`src/rtl/core/mr90_fifo.sv`:
```
// ----------------------------------------------------------------------------
// mr90_fifo
// Small register queue with push/full and pop/empty handshakes.
// ----------------------------------------------------------------------------
module mr90_fifo #(
  parameter int WIDTH = 8,
  parameter int DEPTH = 4
) (
  input  logic                       clk,
  input  logic                       rst,
  input  logic                       push,
  input  logic [WIDTH-1:0]           din,
  output logic                       full,
  input  logic                       pop,
  output logic [WIDTH-1:0]           dout,
  output logic                       empty,
  output logic [$clog2(DEPTH+1)-1:0] count
);

  localparam int PW = (DEPTH > 1) ? $clog2(DEPTH) : 1;
  localparam int CW = $clog2(DEPTH+1);

  logic [WIDTH-1:0] slots [DEPTH];
  logic [PW-1:0]    wr_ptr;
  logic [PW-1:0]    rd_ptr;
  logic             do_push;
  logic             do_pop;

  assign full    = (count == CW'(DEPTH));
  assign empty   = (count == '0);
  assign do_push = push && !full;
  assign do_pop  = pop && !empty;
  assign dout    = slots[rd_ptr];

  always_ff @(posedge clk) begin
    if (do_push) begin
      slots[wr_ptr] <= din;
    end
  end

  always_ff @(posedge clk) begin
    if (rst) begin
      wr_ptr <= '0;
      rd_ptr <= '0;
      count  <= '0;
    end else begin
      if (do_push) begin
        wr_ptr <= (wr_ptr == PW'(DEPTH-1)) ? '0 : wr_ptr + PW'(1);
      end
      if (do_pop) begin
        rd_ptr <= (rd_ptr == PW'(DEPTH-1)) ? '0 : rd_ptr + PW'(1);
      end
      if (do_push && !do_pop) begin
        count <= count + CW'(1);
      end else if (do_pop && !do_push) begin
        count <= count - CW'(1);
      end
    end
  end

endmodule

```
`config.mk`:
```
export PLATFORM = sky130hd
export DESIGN_NAME = mr90_fifo
export DESIGN_NICKNAME = d
export VERILOG_FILES = /design/src/rtl/core/mr90_fifo.sv
export SDC_FILE = /design/constraint.sdc
export NUM_CORES = 1
export LEC_CHECK = 0
export BUFFER_PORTS_ARGS = -buffer_cell sky130_fd_sc_hd__buf_4
export CAP_MARGIN = 10
export CORE_ASPECT_RATIO = 1.4
export CORE_UTILIZATION = 55
export CTS_CLUSTER_DIAMETER = 150
export DETAILED_ROUTE_END_ITERATION = 6
export GPL_TIMING_DRIVEN = 0
export PLACE_DENSITY = 0.73
export SYNTH_ARGS = -nofsm -noshare
export SYNTH_HDL_FRONTEND = slang
export SYNTH_SLANG_ARGS = --single-unit
```
`constraint.sdc`:
```
create_clock -name clk -period 2.3 [get_ports clk]
set_input_delay 0.46 -clock clk [delete_from_list [all_inputs] [get_ports clk]]
set_output_delay 0.46 -clock clk [all_outputs]
set_load 0.05 [all_outputs]
```
==> results of run 1 <==
power breakdown:
| group | switching [mW] | internal, mW | leakage [nW] | total, mW |
|---|---|---|---|---|
| clock | 0.214 | 0.215 | 0.0395 | 0.429 |
| combinational | 0.564 | 0.333 | 0.335 | 0.897 |
| sequential | 0.0636 | 0.913 | 0.369 | 0.976 |
per-stage QoR:
step	instances	utilization, %	worst slack [ns]	hold WS [ns]	power [mW]
finish	160	69.0	0.184	0.373	2.30
global route	160	69.0	0.0218	0.358	2.40
CTS	160	68.5	0.150	0.366	2.30
detailed placement	152	65.7	0.135	0.501	1.88
global placement	152	65.7	0.160	0.473	1.86
floorplan	92	-	0.0394	0.463	1.65
layout by cell type (no fill, tap or decap), drive strengths merged:
cell     n
bufinv   1
fa       1
edfxtp  32
o31ai    2
dfxtp    9
xor2     2
a21oi    3
nor3     2
or3b     1
mux4     8
clkbuf   9
clkinv   1
nor2     4
and3     4
nand3    2
ha       6
mux2i    2
or3      2
nand2    1
inv      3
buf     26
o21ai    2
Yosys cell counts (all sizes together):
cell type,number,area share [%]
edfxtp,32,58
dfxtp,9,11
mux4,8,11
ha,6,4.5
and3,4,1.5
nor2,4,1.3
a21oi,3,1.1
buf,3,1.2
inv,3,0.67
mux2i,2,1.2
nand3,2,0.60
nor3,2,0.60
o21ai,2,0.60
o31ai,2,1.5
or3,2,0.75
xor2,2,1.0
bufinv,1,1.0
clkbuf,1,0.22
clkinv,1,0.97
fa,1,1.2
nand2,1,0.22
or3b,1,0.52
routing by layer:
metal / up-vias / wire, um / share of wire, % / GRT usage [%]
li1: 410 / - / - / -
met1: 412 / 872 / 35 / 14.6
met2: 32 / 1420 / 57 / 35.7
met3: 8 / 111 / 4.5 / 5.63
met4: 0 / 85 / 3.4 / 15.8
met5: - / 0 / 0 / 0
worst paths after layout:
kind                   from          end  cells past startpoint
setup reg to reg   count[2]     count[2]                     10
setup / recovery   count[2]     count[2]                     10
hold reg to reg   rd_ptr[0]    rd_ptr[0]                      2
hold / removal       din[7]  slots[0][7]                      1
area by class of cell:
cell class,count,area (sq um)
plain buffers,4,23.8
clock buffers,8,80.1
fillers,229,892
inverters,5,45.0
multi-input cells,42,468
flip-flops and latches,41,1150
well taps,37,46.3
repair buffers,23,173
logic make-up after synthesis:
| kind of cell | count (synthesis) |
|---|---|
| and+or+nand+nor | 16 |
| AOI/OAI and AO/OA | 7 |
| adders and majority gates | 7 |
| xor gates and xnor gates | 2 |
| DFF | 41 |
| buffers and inverters | 9 |
| muxes | 10 |
registers in the layout (all words and copies together), names as in the netlist, named ones only:
signal  count
slots      32
count       3
rd_ptr      2
wr_ptr      2
worst max-delay path, cell delays in order (launching register included):
cell and delay, ns:
dfxtp_2 0.35, or3b_1 0.18, buf_6 0.14, clkinv_8 0.05
nor2_4 0.10, ha_1 0.19, inv_1 0.06, fa_1 0.37
xor2_1 0.16, or3_1 0.30, a21oi_1 0.14
==> results.md, run 1 <==
- Die Area: 3260 sq um
- Fin crit share: 92.0%
- # setup viols final: 0
- CTS clk-pin slew, worst paths: 0.07 ns
- Starting density of the core: 58.0%
- Initial antenna violation count: 0
- CTS H-tree lvls: 2
- Area of placed instances: 1890 sq um
- GR Overflow Total: 0
- Post-synthesis sequential area ratio: 68.4%
- Hold buffer count at CTS: 0
- GRT Util Overall: 18.4%
- Static Leak: 0.743 nW
- Synthesized cell area: 1670 sq um
- Critical Path RT: 2.51 ns
- First-pass GRT wire length: 3910 um
- CP arrival: 2.33 ns
- Fin. Hold Viols: 0
- Total number of vias: 862
- Gate Count Post-Synth: 92
- PD cells: 1160 nW/um^2
- Share of post-route cells with drive strength above 1: 38.2%
- Tmin final: 2.12 ns
- Num ports: 25
- Mux cell area share after synthesis: 12.0%
- Reg2Reg Setup Slack: 0.18 ns
- Syn_nets: 111
- Slew Viols, Final: 0
- FP Rows: 23
- Clk sinks: 41
- NumNets Final: 141
- Die H: 67.2 um
- Placer Congestion: 0.665
- Max IR drop VDD: 787 uV
- Syn-to-layout area delta: 19.0%
- Rel. slew slack: 68.3%
- Unrepaired setup endpoints after global routing: no
- Setup bufs post-CTS: 0
- Synth cell types: 27
- Maxcap violations: 0
- Number of global-route vias before repair: 881
- Post-route cell area: 1990 sq um
- Residual DRC count: 0
- Crit start category: flop
- Routed wire length: 2490 um
- Max Clk Rate: 473 MHz
- Hold Crit Class: in -> reg
- Post-synthesis simple-gate area fraction: 5.55%
- CTS Buf Count: 5
- WS Path Type: reg -> reg
- DRT antenna net count: 0
- Clock latency on the worst-skew pair: 0.28 ns
- Pre-antenna DRT Iters: 6
- Worst Setup End Kind: flop
- Iteration-0 DRC Markers: 23
- Adder-Cell Fraction of Synth Area: 5.70%
- Worst-path fanout max: 7
- Outcome: complete, no violations
- Avg Inst Size Synth: 18.1 sq um
- Worst slew pin tran: 0.476 ns
- Average wire per standard cell: 15.6 um
- Setup TNS: 0 ns
- Clk root buf: clkbuf_8
- Ys Warns: 0
- Number of synthesized register bits: 41
- Vias per inst: 5.39
- XOR/XNOR Fraction of Synth Area: 1.05%
- Core box area: 2880 sq um
- N_diodes: 0
- Compound-Gate Fraction of Synth Area: 3.22%
- Die W: 48.6 um
- Clock Path Buffers: 2
- # resized after CTS: 0
- PortBufs: 23
- TritonCTS clock tree: built
- Largest net degree at the start of global routing: 12
- Clk_skew: 0.00509 ns
- Post-detail-place hpwl: 1750 um
- Largest family of logic cells by synthesized area: multiplexers
No activity file was read; power rests on OpenSTA's default activity.
==> run 2: changes to the inputs <==
PLACE_DENSITY = default   (was 0.73)
PLACE_DENSITY_LB_ADDON = 0.05   (was default)
==> results.md, run 2 (synthesis gave the netlist of run 1 again) <==
- Outcome: complete, no violations (unchanged)
- Static Leak: 0.758 nW (was 0.743 nW)
- Commonest cells after routing, fill and taps aside: 32 x edfxtp_1, 23 x buf_4, 8 x mux4_2 (unchanged)
- Clk root buf: clkbuf_8 (unchanged)
- Met3 routed WL: 117 um (was 111 um)
- PD cells: 1200 nW/um^2 (was 1160 nW/um^2)
- Die Area: 3260 sq um (unchanged)
- Crit start category: flop (unchanged)
- Num ports: 25 (unchanged)
- CP arrival: 2.38 ns (was 2.33 ns)
- Hold Crit Class: in -> reg (unchanged)
- Reg area: 1140 sq um (was 1150 sq um)
- Setup bufs post-CTS: 0 (unchanged)
- Clk sinks: 41 (unchanged)
- Max IR drop VDD: 938 uV (was 787 uV)
- Hold buffer count at CTS: 0 (unchanged)
- Area of the multi-input gates: 459 sq um (was 468 sq um)
- CTS H-tree lvls: 2 (unchanged)
- # resized after CTS: 0 (unchanged)
- RR Startpoint: count[0] (was count[2])
- WS Path Type: reg -> reg (unchanged)
- Setup TNS: 0 ns (unchanged)
- Share of post-route cells with drive strength above 1: 40.7% (was 38.2%)
- Routed wire length: 2530 um (was 2490 um)
- Placer Congestion: 0.648 (was 0.665)
- Met2 routed WL: 1390 um (was 1420 um)
- # setup viols final: 0 (unchanged)
- R2R depth: 10 (unchanged)
- GR Overflow Total: 0 (unchanged)
- FP Rows: 23 (unchanged)
- Fin crit share: 94.0% (was 92.0%)
- Reg2Reg Setup Slack: 0.14 ns (was 0.18 ns)
- GRT Util Overall: 18.1% (was 18.4%)
- Post-detail-place hpwl: 1760 um (was 1750 um)
- Vias per inst: 5.39 (about the same)
- Worst-path fanout max: 7 (unchanged)
- CTS clk-pin slew, worst paths: 0.08 ns (was 0.07 ns)
- DRT antenna net count: 0 (unchanged)
- Worst Setup End Kind: flop (unchanged)
- Core box area: 2880 sq um (unchanged)
- Fillers: 209 (was 229)
- Die W: 48.6 um (unchanged)
- Largest net degree at the start of global routing: 14 (was 12)
- First-pass GRT wire length: 4150 um (was 3910 um)
- NumNets Final: 141 (unchanged)
- PortBufs: 23 (unchanged)
- Clock latency on the worst-skew pair: 0.29 ns (was 0.28 ns)
- Residual DRC count: 0 (unchanged)
- Worst slew pin tran: 0.522 ns (was 0.476 ns)
- Reg-to-reg critical path endpoint: count[2] (unchanged)
- Clock Path Buffers: 2 (unchanged)
- Total number of vias: 863 (was 862)
- Rel. slew slack: 65.2% (was 68.3%)
- Clk_skew: 0.00225 ns (was 0.00509 ns)
- Starting density of the core: 58.0% (unchanged)
- Max reg flops: 32 (unchanged)
- CP Launch Point: count[0] (was count[2])
- N_diodes: 0 (unchanged)
- Initial antenna violation count: 0 (unchanged)
- Pre-antenna DRT Iters: 4 (was 6)
- Slew Viols, Final: 0 (unchanged)
- Unrepaired setup endpoints after global routing: no (unchanged)
- Hold slack: 0.365 ns (was 0.373 ns)
- Setup crit end: count[2] (unchanged)
- CTS Buf Count: 5 (unchanged)
- Max Clk Rate: 463 MHz (was 473 MHz)
- Critical Path RT: 2.52 ns (was 2.51 ns)
- Biggest register: slots (unchanged)
- Die H: 67.2 um (unchanged)
- Tmin final: 2.16 ns (was 2.12 ns)
- Number of global-route vias before repair: 894 (was 881)
- Fin. Hold Viols: 0 (unchanged)
- Iteration-0 DRC Markers: 28 (was 23)
- Routed met1 length: 968 um (was 872 um)
- Syn-to-layout area delta: 20.2% (was 19.0%)
- TritonCTS clock tree: built (unchanged)
- Biggest regs: slots x32, count x3 (unchanged)
- Top sig layer: met4 (unchanged)
- Average wire per standard cell: 15.8 um (was 15.6 um)
- Commonest non-fill, non-tap cell in the layout: edfxtp_1 (unchanged)
- Maxcap violations: 0 (unchanged)
==> run 2: cell types whose count changed in the layout (fill, tap and decap cells not counted), sizes merged <==
cell      previous run  this run
clkinvlp             0         1
clkbuf               9         8
==> run 2: cell type report <==
cell class | instances | area share (%)
inverter | 5 | 2.24
timing repair buffer | 23 | 8.60
multi-input combinational | 42 | 22.9
buffer | 4 | 1.18
tap | 37 | 2.31
sequential | 41 | 57.0
clock buffer | 7 | 5.36
clock inverter | 1 | 0.374
==> run 2: critical path, stage by stage, from the launching register on <==
cell,delay (ns)
dfxtp_2,0.41
or3b_1,0.15
buf_6,0.14
clkinv_8,0.05
nor2_4,0.10
ha_1,0.20
inv_1,0.06
fa_1,0.37
xor2_1,0.15
or3_1,0.31
a21oi_1,0.14
==> run 2: per-layer routing <==
layer,up-vias,GRT usage [%]
met5,-,0
met4,0,11.4
met3,5,3.60
met2,28,31.0
met1,420,21.4
li1,410,-
==> run 2: worst min path at each step <==
| stage | from | end | slack (ns) | depth (start not counted) |
|---|---|---|---|---|
| 3_5_place_dp | rd_ptr[0] | rd_ptr[0] | 0.50 | 2 |
| 2_1_floorplan | rd_ptr[0] | flop | 0.46 | 2 |
| 3_3_place_gp | rd_ptr[0] | rd_ptr[0] | 0.48 | 2 |
| 6_report | din[5] | slots[3][5] | 0.36 | 1 |
| 5_1_grt | din[4] | slots[2][4] | 0.36 | 1 |
| 4_1_cts | din[0] | slots[3][0] | 0.36 | 1 |
==> run 2: where the power goes <==
group | internal (mW) | switching [mW] | leakage, nW
Combinational | 0.326 | 0.561 | 0.334
Sequential | 0.908 | 0.0602 | 0.368
Clock | 0.309 | 0.240 | 0.0556
==> run 2: stage by stage <==
step | power, mW | setup slack (ns) | instances | instance area, sq um | util [%]
finish | 2.40 | 0.138 | 160 | 2010 | 69.7
global route | 2.51 | 0.0169 | 160 | 2010 | 69.7
CTS | 2.42 | 0.117 | 160 | 2010 | 69.7
detailed placement | 1.88 | 0.115 | 152 | 1890 | 65.7
global placement | 1.85 | 0.158 | 152 | 1890 | 65.7
floorplan | 1.65 | 0.0394 | 92 | 1670 | -
