**src/rtl/core/mr90_pkg.sv**
```systemverilog
// ----------------------------------------------------------------------------
// mr90_pkg
// Shared types and constants of the 90-degree matrix rotation unit.
// ----------------------------------------------------------------------------
package mr90_pkg;

  localparam int CFG_W            = 5;
  localparam int DATA_W           = 32;
  localparam int MAX_SIDE_DEFAULT = 16;
  localparam int CMD_DEPTH        = 4;
  localparam int OUT_DEPTH        = 4;

  localparam logic [CFG_W-1:0] SIZE_RESET = CFG_W'(16);

  localparam logic OP_LOAD = 1'b0;
  localparam logic OP_READ = 1'b1;

  typedef struct packed {
    logic                     opcode;
    logic signed [DATA_W-1:0] element_value;
  } item_t;

  typedef struct packed {
    logic signed [DATA_W-1:0] rotated_value;
    logic                     last_of_frame;
  } result_t;

endpackage

```
**src/rtl/core/mr90_front.sv**
```systemverilog
// ----------------------------------------------------------------------------
// mr90_front
// Accepts items, tracks the load and readout positions and turns each item
// into a store command with its frame store address.
// ----------------------------------------------------------------------------
module mr90_front #(
  parameter int MAX_SIDE = mr90_pkg::MAX_SIDE_DEFAULT
) (
  input  logic                                  clk,
  input  logic                                  rst,
  input  logic                                  cfg_valid,
  input  logic [mr90_pkg::CFG_W-1:0]            cfg_data,
  input  logic                                  push,
  input  mr90_pkg::item_t                       item,
  input  logic                                  cmd_full,
  output logic                                  cmd_push,
  output logic [$clog2(MAX_SIDE*MAX_SIDE)+mr90_pkg::DATA_W+1:0] cmd_data
);

  import mr90_pkg::*;

  localparam int IDX_W  = $clog2(MAX_SIDE);
  localparam int ADDR_W = $clog2(MAX_SIDE*MAX_SIDE);
  localparam int SB     = $clog2(MAX_SIDE+1);
  localparam int SW     = (SB > CFG_W) ? SB : CFG_W;

  logic [CFG_W-1:0] matrix_size;
  logic [IDX_W-1:0] load_row;
  logic [IDX_W-1:0] load_col;
  logic [IDX_W-1:0] read_row;
  logic [IDX_W-1:0] read_col;

  logic [SW-1:0]     side;
  logic [SW-1:0]     size_ext;
  logic              load_col_wrap;
  logic              load_row_wrap;
  logic              read_col_wrap;
  logic              read_row_wrap;
  logic [IDX_W-1:0]  src_row;
  logic [ADDR_W-1:0] load_addr;
  logic [ADDR_W-1:0] read_addr;
  logic              is_read;
  logic              last;

  // A size of zero acts as one; sizes beyond the store saturate.
  assign size_ext = SW'(matrix_size);
  always_comb begin
    priority if (size_ext == '0) begin
      side = SW'(1);
    end else if (size_ext > SW'(MAX_SIDE)) begin
      side = SW'(MAX_SIDE);
    end else begin
      side = size_ext;
    end
  end

  assign load_col_wrap = (SW'(load_col) + SW'(1) >= side);
  assign load_row_wrap = (SW'(load_row) + SW'(1) >= side);
  assign read_col_wrap = (SW'(read_col) + SW'(1) >= side);
  assign read_row_wrap = (SW'(read_row) + SW'(1) >= side);

  // Rotated position (r,c) reads stored element (n-1-c, r).
  assign src_row   = IDX_W'(side - SW'(1) - SW'(read_col));
  assign load_addr = ADDR_W'(load_row) * ADDR_W'(MAX_SIDE) + ADDR_W'(load_col);
  assign read_addr = ADDR_W'(src_row) * ADDR_W'(MAX_SIDE) + ADDR_W'(read_row);

  assign is_read  = (item.opcode == OP_READ);
  assign last     = is_read && read_col_wrap && read_row_wrap;
  assign cmd_push = push && !cmd_full;
  assign cmd_data = {is_read, last, is_read ? read_addr : load_addr,
                     item.element_value};

  always_ff @(posedge clk) begin
    if (rst) begin
      matrix_size <= SIZE_RESET;
      load_row    <= '0;
      load_col    <= '0;
      read_row    <= '0;
      read_col    <= '0;
    end else if (cfg_valid) begin
      matrix_size <= cfg_data;
      load_row    <= '0;
      load_col    <= '0;
      read_row    <= '0;
      read_col    <= '0;
    end else if (cmd_push) begin
      if (is_read) begin
        read_col <= read_col_wrap ? '0 : read_col + IDX_W'(1);
        if (read_col_wrap) begin
          read_row <= read_row_wrap ? '0 : read_row + IDX_W'(1);
        end
      end else begin
        load_col <= load_col_wrap ? '0 : load_col + IDX_W'(1);
        if (load_col_wrap) begin
          load_row <= load_row_wrap ? '0 : load_row + IDX_W'(1);
        end
      end
    end
  end

  a_load_col_in_frame: assert property (@(posedge clk) disable iff (rst)
    SW'(load_col) < side) else $error("load column beyond side");
  a_read_col_in_frame: assert property (@(posedge clk) disable iff (rst)
    SW'(read_col) < side) else $error("read column beyond side");
  a_read_row_in_frame: assert property (@(posedge clk) disable iff (rst)
    SW'(read_row) < side) else $error("read row beyond side");
  a_cfg_restarts: assert property (@(posedge clk) disable iff (rst)
    cfg_valid |=> (load_row == '0 && load_col == '0 && read_row == '0 && read_col == '0))
    else $error("size write did not restart positions");

endmodule

```
**config.mk**
```make
export PLATFORM = sky130hd
export DESIGN_NAME = mr90_front
export DESIGN_NICKNAME = d
export VERILOG_FILES = /design/src/rtl/core/mr90_pkg.sv /design/src/rtl/core/mr90_front.sv
export SDC_FILE = /design/constraint.sdc
export NUM_CORES = 1
export LEC_CHECK = 0
export BUFFER_PORTS_ARGS = -buffer_cell sky130_fd_sc_hd__buf_4
export CORE_MARGIN = 8
export CORE_UTILIZATION = 45
export CTS_BUF_LIST = sky130_fd_sc_hd__clkbuf_4 sky130_fd_sc_hd__clkbuf_8
export DETAILED_ROUTE_END_ITERATION = 12
export HOLD_SLACK_MARGIN = 0.12
export PLACE_DENSITY_LB_ADDON = 0.25
export SYNTH_ARGS = -nofsm -noshare
export SYNTH_HDL_FRONTEND = slang
export SYNTH_SLANG_ARGS = --single-unit
```
**constraint.sdc**
```tcl
create_clock -name clk -period 3.35 [get_ports clk]
set_clock_uncertainty 0.2 [all_clocks]
set_input_delay 1.005 -clock clk [delete_from_list [all_inputs] [get_ports clk]]
set_output_delay 1.005 -clock clk [all_outputs]
set_load 0.01 [all_outputs]
```
==> results of run 1 <==
## synth_stat cells (4+ instances only)
master	instances
o21ai_0	7
inv_1	14
xnor2_1	10
a21oi_1	12
nor2_1	14
nand2b_1	7
xor2_1	4
o22ai_1	4
and3_1	5
ha_1	20
mux2i_1	5
mux2_2	6
nor3_1	6
nand3_1	7
buf_4	34
nand2_1	18
dfxtp_1	21
## worst paths after layout
check	from	endpoint	slack (ps)	depth (start not counted)
min reg2reg	read_row[1]$_SDFFE_PP0P_	read_row[1]$_SDFFE_PP0P_	300	2
max	matrix_size[3]$_SDFFE_PP0P_	cmd_data[40]	-210	10
max reg2reg	matrix_size[3]$_SDFFE_PP0P_	load_row[0]$_SDFFE_PP0P_	660	12
min	read_row[1]$_SDFFE_PP0P_	read_row[1]$_SDFFE_PP0P_	300	2
## what timing repair did
action	4_1_cts	5_1_grt
resized for setup	4	8
setup buffers	1	0
endpoints found under the setup margin	1	2
pin swaps	2	1
## layer usage
layer / GRT usage (%) / vias to the layer above / part of all wire, %
met5: 0 / - / 0
met4: 6.75 / 0 / 2.0
met3: 2.05 / 12 / 4.0
met2: 20.1 / 23 / 47
met1: 14.9 / 737 / 47
li1: - / 840 / -
## final cells by class
class                   instances  area, um2
fillers                       431       2200
multi-input cells             171       1350
flip-flops and latches         21        422
repair buffers                 36        270
well taps                      52       65.1
inverters                      15       58.8
clock buffers                   3       41.3
clock inverters                 1       5.00
## worst max-delay path, stage by stage, from the launching register on
cell	delay (ps)
dfxtp_2	330
nor3_2	160
nor2_1	70
nor2_2	200
ha_1	190
nor2_1	60
a211o_4	360
a2111oi_4	400
nor3_4	60
nor2_1	130
buf_4	130
## kinds of logic (layout without fill, tap and decap cells)
group	after synthesis	after routing	synth area share, %
flops	21	21	20.2
simple gates	79	79	20.8
mux	11	11	5.66
compound gates	44	44	17.1
fa+ha+maj	23	23	13.5
buf+inv	56	55	16.9
xor+xnor	14	14	5.90
## flip-flops by register name, summed over array words and instances, names as in the netlist
signal / flops
load_col: 4
load_row: 4
matrix_size: 5
read_col: 4
read_row: 4
## stage by stage
stage	setup TNS, ps	hold WS, ps	utilization [%]	std cells	setup slack [ps]
6_report	-206	302	50.2	299	-206
5_1_grt	-325	345	50.2	299	-325
4_1_cts	-233	299	49.5	299	-233
3_5_place_dp	0	287	48.0	294	9.91
3_3_place_gp	0	274	48.0	294	17.1
2_1_floorplan	0	254	-	248	66.3
## power breakdown
part	leakage [nW]	switching, mW	total [mW]	internal [mW]
Combinational	0.789	0.0615	0.122	0.0602
Clock	0.0255	0.0825	0.165	0.0828
Sequential	0.171	0.00387	0.258	0.254
==> metrics.txt, run 1 <==
initial antenna violation count 0; Clock Tree Root clkbuf_8; leakage 0.985 nW; WP data required 2140 ps; RSZ-0062 raised after global routing true; status finished with violations; row count 24; flops & latches, synth 21; post-synth cell types 52; DRC viols 0; Area Overhead vs Synth 6.56%; Chip Height 84.0 um; IO Port Bufs 21; Setup WS post-layout -206 ps; share of layout cells above drive strength 1 27.5%; Syn Inst Count 248; Core Box Area 0.00441 mm2; commonest cells after routing, fill and taps aside 36 x buf_4, 20 x ha_1, 20 x dfxtp_1, 18 x nand2_1, 14 x inv_1; H-tree depth 1; fin nets 311; startpoint type of the worst setup path flop; Synth area leaders dfxtp_1 20%, buf_4 12%, ha_1 12%, xnor2_1 4.2%, a2111oi_4 4.0%; endpoints failing setup 1; failing checks setup timing; Yosys top cell by area dfxtp_1; Pwr Total 545 uW; DRT iter0 DRCs 94; # IOs 86; number of global-route vias before repair 1,612; Hold Crit Class flop to flop; total gr overflow 0; diode count 0; synthesized area per cell 8.39 um2; YS warnings 0; Crit. End Element primary output; largest net degree at the start of global routing 16; vias per std cell 5.39; Clock Tree Buf Depth 2; Clock Sinks 21; PwrDens 246 mW/mm2; measured slew at the worst slew-check pin 670 ps; post-layout minimum cycle time 3560 ps; number of hold-slack violations in the final timing report 0; RD Place Congestion 0.814; # hold bufs at CTS 0; gr usage total 12.3%; Worst-Skew Late Latency 260 ps; first-pass GRT wire length 7430 um; Main synth FF type dfxtp_1; CTS Buf Count 3; crit path kind flop to primary output; Pre-Repair DR Iteration Count 4; Initial Utilization 47.1%; CTS tree built; Max IR drop VDD 216 uV; fmax 281 MHz; area share of the largest cell type after synthesis 20.2%; Synth Cell Area 0.00208 mm2; Post-DP HPWL 3480 um; FFs w/ async S/R, synth 0%; most common cell after layout, fill and taps aside buf_4; CP Data Arrival Time 2350 ps; post-layout instance area 0.00222 mm2; Post-DRT Antenna Nets 0; register area share after synthesis 20.2%; Vias 1,612; slew margin rel. 55.2%; syn nets 311; Post-synth EDFFs 0; crit-path max FO 4; Final period util 106%; maxcap violations 0; wire length per cell 14.6 um; die area 0.00705 mm2; chip width 84.0 um; clk slew on worst S/H paths 80 ps; Max Transition Viols Final 0; routed wire length 4370 um; Cell Area, Placed 0.00212 mm2
Power figures use the tool's default switching activity.
==> inputs of run 2 (changes only) <==
--- a/config.mk
+++ b/config.mk
@@ -6,12 +6,13 @@
 export NUM_CORES = 1
 export LEC_CHECK = 0
 export BUFFER_PORTS_ARGS = -buffer_cell sky130_fd_sc_hd__buf_4
-export CORE_MARGIN = 8
+export CORE_MARGIN = 2
 export CORE_UTILIZATION = 45
 export CTS_BUF_LIST = sky130_fd_sc_hd__clkbuf_4 sky130_fd_sc_hd__clkbuf_8
 export DETAILED_ROUTE_END_ITERATION = 12
 export HOLD_SLACK_MARGIN = 0.12
 export PLACE_DENSITY_LB_ADDON = 0.25
+export SKIP_CTS_REPAIR_TIMING = 1
 export SYNTH_ARGS = -nofsm -noshare
 export SYNTH_HDL_FRONTEND = slang
 export SYNTH_SLANG_ARGS = --single-unit
==> metrics.txt, run 2 (synthesized netlist as in run 1, its figures left out) <==
WHS 299 ps (was 302 ps); CTS tree built (unchanged); max reg flops 5 (unchanged); initial antenna violation count 0 (unchanged); fin nets 313 (was 311); post-layout minimum cycle time 3570 ps (was 3560 ps); largest net degree at the start of global routing 16 (unchanged); Area Overhead vs Synth 6.92% (was 6.56%); RSZ-0062 raised after global routing true (unchanged); number of global-route vias before repair 1,587 (was 1,612); Core Box Area 0.00441 mm2 (unchanged); RR Startpoint matrix_size[3]$_SDFFE_PP0P_ (unchanged); total gr overflow 0 (unchanged); Chip Height 72.0 um (was 84.0 um); WHS Endpoint load_col[1]$_SDFFE_PP0P_ (was read_row[1]$_SDFFE_PP0P_); CTS Buf Count 3 (unchanged); Max IR drop VDD 166 uV (was 216 uV); Crit. End Element primary output (unchanged); commonest cells after routing, fill and taps aside 38 x buf_4, 21 x dfxtp_1, 20 x ha_1, 18 x nand2_1, 14 x inv_1 (was 36 x buf_4, 20 x ha_1, 20 x dfxtp_1, 18 x nand2_1, 14 x inv_1); pre-CTS WS 30.3 ps (was 9.91 ps); Clock Sinks 21 (unchanged); Final period util 107% (was 106%); RD Place Congestion 0.843 (was 0.814); IO Port Bufs 21 (unchanged); first-pass GRT wire length 7070 um (was 7430 um); largest reg by FF count matrix_size (unchanged); reg2reg end load_row[1]$_SDFFE_PP0P_ (was load_row[0]$_SDFFE_PP0P_); endpoints failing setup 1 (unchanged); Max Transition Viols Final 0 (unchanged); gr usage total 17.2% (was 12.3%); Worst-Skew Late Latency 260 ps (about the same); Hold Crit Class flop to flop (unchanged); crit-path max FO 4 (unchanged); clk slew on worst S/H paths 80 ps (about the same); Clock Tree Root clkbuf_8 (unchanged); share of layout cells above drive strength 1 27.3% (was 27.5%); leakage 0.989 nW (was 0.985 nW); Post-DP HPWL 3360 um (was 3480 um); Pre-Repair DR Iteration Count 4 (unchanged); die area 0.00518 mm2 (was 0.00705 mm2); WP data required 2140 ps (about the same); setup TNS -219 ps (was -206 ps); reg2reg path depth 12 (unchanged); worst reg-to-reg setup slack 660 ps (about the same); status finished with violations (unchanged); worst hold start load_col[1]$_SDFFE_PP0P_ (was read_row[1]$_SDFFE_PP0P_); diode count 0 (unchanged); measured slew at the worst slew-check pin 655 ps (was 670 ps); failing checks setup timing (unchanged); Post-DRT Antenna Nets 0 (unchanged); wire length per cell 14.2 um (was 14.6 um); DRT iter0 DRCs 73 (was 94); slew margin rel. 56.2% (was 55.2%); Worst Hold Path Cells 2 (unchanged); # IOs 86 (unchanged); CP Data Arrival Time 2360 ps (was 2350 ps); DRC viols 0 (unchanged); Cell Area, Placed 0.00212 mm2 (unchanged); row count 24 (unchanged); fmax 280 MHz (was 281 MHz); Clock Tree Buf Depth 2 (unchanged); chip width 72.0 um (was 84.0 um); Initial Utilization 47.1% (unchanged); Pwr Total 561 uW (was 545 uW); crit path kind flop to primary output (unchanged); PwrDens 253 mW/mm2 (was 246 mW/mm2); H-tree depth 1 (unchanged); final cell count without fillers 301 (was 299); most common cell after layout, fill and taps aside buf_4 (unchanged); routed wire length 4260 um (was 4370 um); post-layout instance area 0.00222 mm2 (about the same); number of hold-slack violations in the final timing report 0 (unchanged); vias per std cell 5.49 (was 5.39); Placed Cells 294 (unchanged); Final Core Density 50.4% (was 50.2%); Setup WS post-layout -219 ps (was -206 ps); startpoint type of the worst setup path flop (unchanged); Vias 1,651 (was 1,612); maxcap violations 0 (unchanged)
[run 2: critical path, cell delays in order, from the launching register on]
cell and delay, ps:
dfxtp_1 320, nor3_2 160, nor2_1 60, nor2_2 200
buf_4 150, ha_1 140, a21boi_2 70, o31ai_2 260
a221oi_2 90, or3_1 390, nand2_1 70, nor2_1 40
buf_4 140
[run 2: area by class of cell]
type                       count  area, um2
multi-input combinational    171       1350
sequential                    21        420
fill                         414       2190
timing repair buffer          38        285
inverter                      15       58.8
clock buffer                   4       48.8
tap                           52       65.1
[run 2: how the worst max path moves through the flow]
stage                                     start            to  depth (start not counted)
finish              matrix_size[3]$_SDFFE_PP0P_  cmd_data[40]                         12
global route        matrix_size[3]$_SDFFE_PP0P_  cmd_data[40]                         10
CTS                 matrix_size[1]$_SDFFE_PP0P_  cmd_data[40]                         10
detailed placement  matrix_size[1]$_SDFFE_PP0P_  cmd_data[40]                         10
global placement    matrix_size[3]$_SDFFE_PP0P_  cmd_data[40]                         10
floorplan           matrix_size[3]$_SDFFE_PP0P_  cmd_data[40]                         10
[run 2: per-layer routing]
metal / up-vias / track usage, % / wire [um]
met3: 6 / 2.08 / 193
met5: - / 0 / 0
met1: 767 / 21.7 / 2010
li1: 846 / - / -
met4: 0 / 6.71 / 53
met2: 32 / 29.9 / 2010
[run 2: power by group]
part           switching, mW  leakage, nW  internal, mW  total (mW)
Clock                 0.0889       0.0262        0.0930       0.182
Combinational         0.0607        0.792        0.0611       0.122
Sequential           0.00386        0.170         0.254       0.258
Total                  0.153        0.989         0.408       0.561
==> inputs of run 3 (changes only) <==
--- a/config.mk
+++ b/config.mk
@@ -7,7 +7,7 @@
 export LEC_CHECK = 0
 export BUFFER_PORTS_ARGS = -buffer_cell sky130_fd_sc_hd__buf_4
 export CORE_MARGIN = 2
-export CORE_UTILIZATION = 45
+export CORE_UTILIZATION = 40
 export CTS_BUF_LIST = sky130_fd_sc_hd__clkbuf_4 sky130_fd_sc_hd__clkbuf_8
 export DETAILED_ROUTE_END_ITERATION = 12
 export HOLD_SLACK_MARGIN = 0.12
==> metrics.txt, run 3 (synthesized netlist as in run 1, its figures left out) <==
setup TNS -223 ps (was -219 ps); H-tree depth 1 (unchanged); diode count 0 (unchanged); CTS tree built (unchanged); Final Core Density 44.6% (was 50.4%); PwrDens 252 mW/mm2 (was 253 mW/mm2); gr usage total 14.8% (was 17.2%); initial antenna violation count 0 (unchanged); commonest cells after routing, fill and taps aside 39 x buf_4, 21 x dfxtp_1, 20 x ha_1, 18 x nand2_1, 14 x inv_1 (was 38 x buf_4, 21 x dfxtp_1, 20 x ha_1, 18 x nand2_1, 14 x inv_1); Initial Utilization 41.0% (was 47.1%); crit-path max FO 3 (was 4); Worst-Skew Late Latency 270 ps (was 260 ps); WP data required 2140 ps (about the same); Clock Tree Buf Depth 2 (unchanged); maxcap violations 0 (unchanged); post-layout instance area 0.00226 mm2 (was 0.00222 mm2); CTS Buf Count 3 (unchanged); Clock Sinks 21 (unchanged); share of layout cells above drive strength 1 28.4% (was 27.3%); Pre-Repair DR Iteration Count 4 (unchanged); measured slew at the worst slew-check pin 444 ps (was 655 ps); max reg flops 5 (unchanged); crit-path max cell delay 410 ps (was 390 ps); Max Transition Viols Final 0 (unchanged); die area 0.00579 mm2 (was 0.00518 mm2); final-layout fill cell count 545 (was 414); pre-CTS WS 28.0 ps (was 30.3 ps); worst hold start load_col[1]$_SDFFE_PP0P_ (unchanged); routed wire length 4470 um (was 4260 um); chip width 76.1 um (was 72.0 um); WHS 306 ps (was 299 ps); Area Overhead vs Synth 8.72% (was 6.92%); CP cell instances ha_1, ha_1, a21boi_2, o31ai_2, a221oi_2, or3_4, nand2_1, nor2_1, buf_4 (was nor3_2, nor2_1, nor2_2, buf_4, ha_1, a21boi_2, o31ai_2, a221oi_2, or3_1, nand2_1, nor2_1, buf_4); status finished with violations (unchanged); startpoint type of the worst setup path flop (unchanged); failing checks setup timing (unchanged); Post-DP HPWL 3450 um (was 3360 um); Final period util 107% (about the same); row count 26 (was 24); slew margin rel. 70.3% (was 56.2%); leakage 0.995 nW (was 0.989 nW); Core Box Area 0.00507 mm2 (was 0.00441 mm2); most common cell after layout, fill and taps aside buf_4 (unchanged); RR Startpoint load_row[0]$_SDFFE_PP0P_ (was matrix_size[3]$_SDFFE_PP0P_); crit path kind flop to primary output (unchanged); CP bufs+invs 1 (was 2); DRC viols 0 (unchanged); Chip Height 76.1 um (was 72.0 um); first-pass GRT wire length 6970 um (was 7070 um); vias per std cell 5.21 (was 5.49); largest reg by FF count matrix_size (unchanged); number of hold-slack violations in the final timing report 0 (unchanged); CP Launch Point read_col[1]$_SDFFE_PP0P_ (was matrix_size[3]$_SDFFE_PP0P_); Crit. End Element primary output (unchanged); Slowest-stage cell, CP or3_4 (was or3_1); IO Port Bufs 21 (unchanged); CP Data Arrival Time 2370 ps (was 2360 ps); Clock Tree Root clkbuf_8 (unchanged); wire length per cell 14.0 um (was 14.2 um); number of global-route vias before repair 1,473 (was 1,587); Post-DRT Antenna Nets 0 (unchanged); Multi-input gate area 0.00135 mm2 (about the same); cell mode on critical path ha_1; RSZ-0062 raised after global routing true (unchanged); Setup WS post-layout -223 ps (was -219 ps); clk slew on worst S/H paths 80 ps (about the same); Cell Area, Placed 0.00216 mm2 (was 0.00212 mm2); endpoints failing setup 1 (unchanged); Hold Crit Class flop to flop (unchanged); fin nets 314 (was 313); # IOs 86 (unchanged); fmax 280 MHz (about the same); delay-heaviest family, CP adder cells (was simple AND/OR/NAND/NOR gates); total gr overflow 0 (unchanged); RD Place Congestion 0.817 (was 0.843); Max IR drop VDD 183 uV (was 166 uV); Vias 1,667 (was 1,651); DRT iter0 DRCs 69 (was 73); sequential cell area 420 um2 (unchanged); post-layout minimum cycle time 3570 ps (about the same); largest net degree at the start of global routing 16 (unchanged)
-- run 3: changes by cell type in the layout (fill, tap and decap cells not counted) --
cell,previous run,this run
o21ai_2,1,2
or3_4,0,1
buf_4,38,39
a21oi_1,12,11
o21ai_1,3,2
a211oi_1,0,1
a211oi_2,2,1
a21oi_2,0,1
or3_1,2,1
-- run 3: final cells by class --
type	instances	share of cell area, %
Multi-Input combinational cell	171	59.8
Inverter	15	2.60
Clock buffer	4	2.16
Sequential cell	21	18.6
Tap cell	70	3.87
Timing Repair Buffer	39	12.9
-- run 3: tightest hold or removal path, delay by kind of cell, from the launching register on --
kind	cells	cell delay (ps)
flip-flops	1	340
AND/OR/NAND/NOR	1	70
AO/OA/AOI/OAI	1	50
-- run 3: report_power, final --
part	internal [mW]	leakage [nW]	total (mW)	switching (mW)
logic	0.0623	0.798	0.124	0.0621
clock network	0.0934	0.0262	0.188	0.0944
registers	0.254	0.170	0.258	0.00383
total	0.410	0.995	0.570	0.160
-- run 3: routing by layer --
layer  part of all wire, %  global-route usage (%)  up-vias  routed length (um)
met5                     0                       0        -                   0
met4                   1.9                    7.27        0                  85
met3                   4.1                    1.30        7                 182
met2                    46                    23.2       34                2060
met1                    48                    20.3      781                2140
li1                      -                       -      845                   -
-- run 3: path summary, 6_finish.rpt --
check	end	slack (ps)	cells past startpoint
setup / recovery	cmd_data[40]	-220	9
hold / removal	load_col[1]$_SDFFE_PP0P_	310	2
setup reg to reg	load_row[2]$_SDFFE_PP0P_	750	9
hold reg to reg	load_col[1]$_SDFFE_PP0P_	310	2
-- run 3: per-stage QoR --
| step | power [mW] | std cells |
|---|---|---|
| 3_3_place_gp | 0.380 | 315 |
| 3_5_place_dp | 0.381 | 315 |
| 6_report | 0.570 | 320 |
| 2_1_floorplan | 0.376 | 248 |
| 5_1_grt | 0.598 | 320 |
| 4_1_cts | 0.569 | 319 |
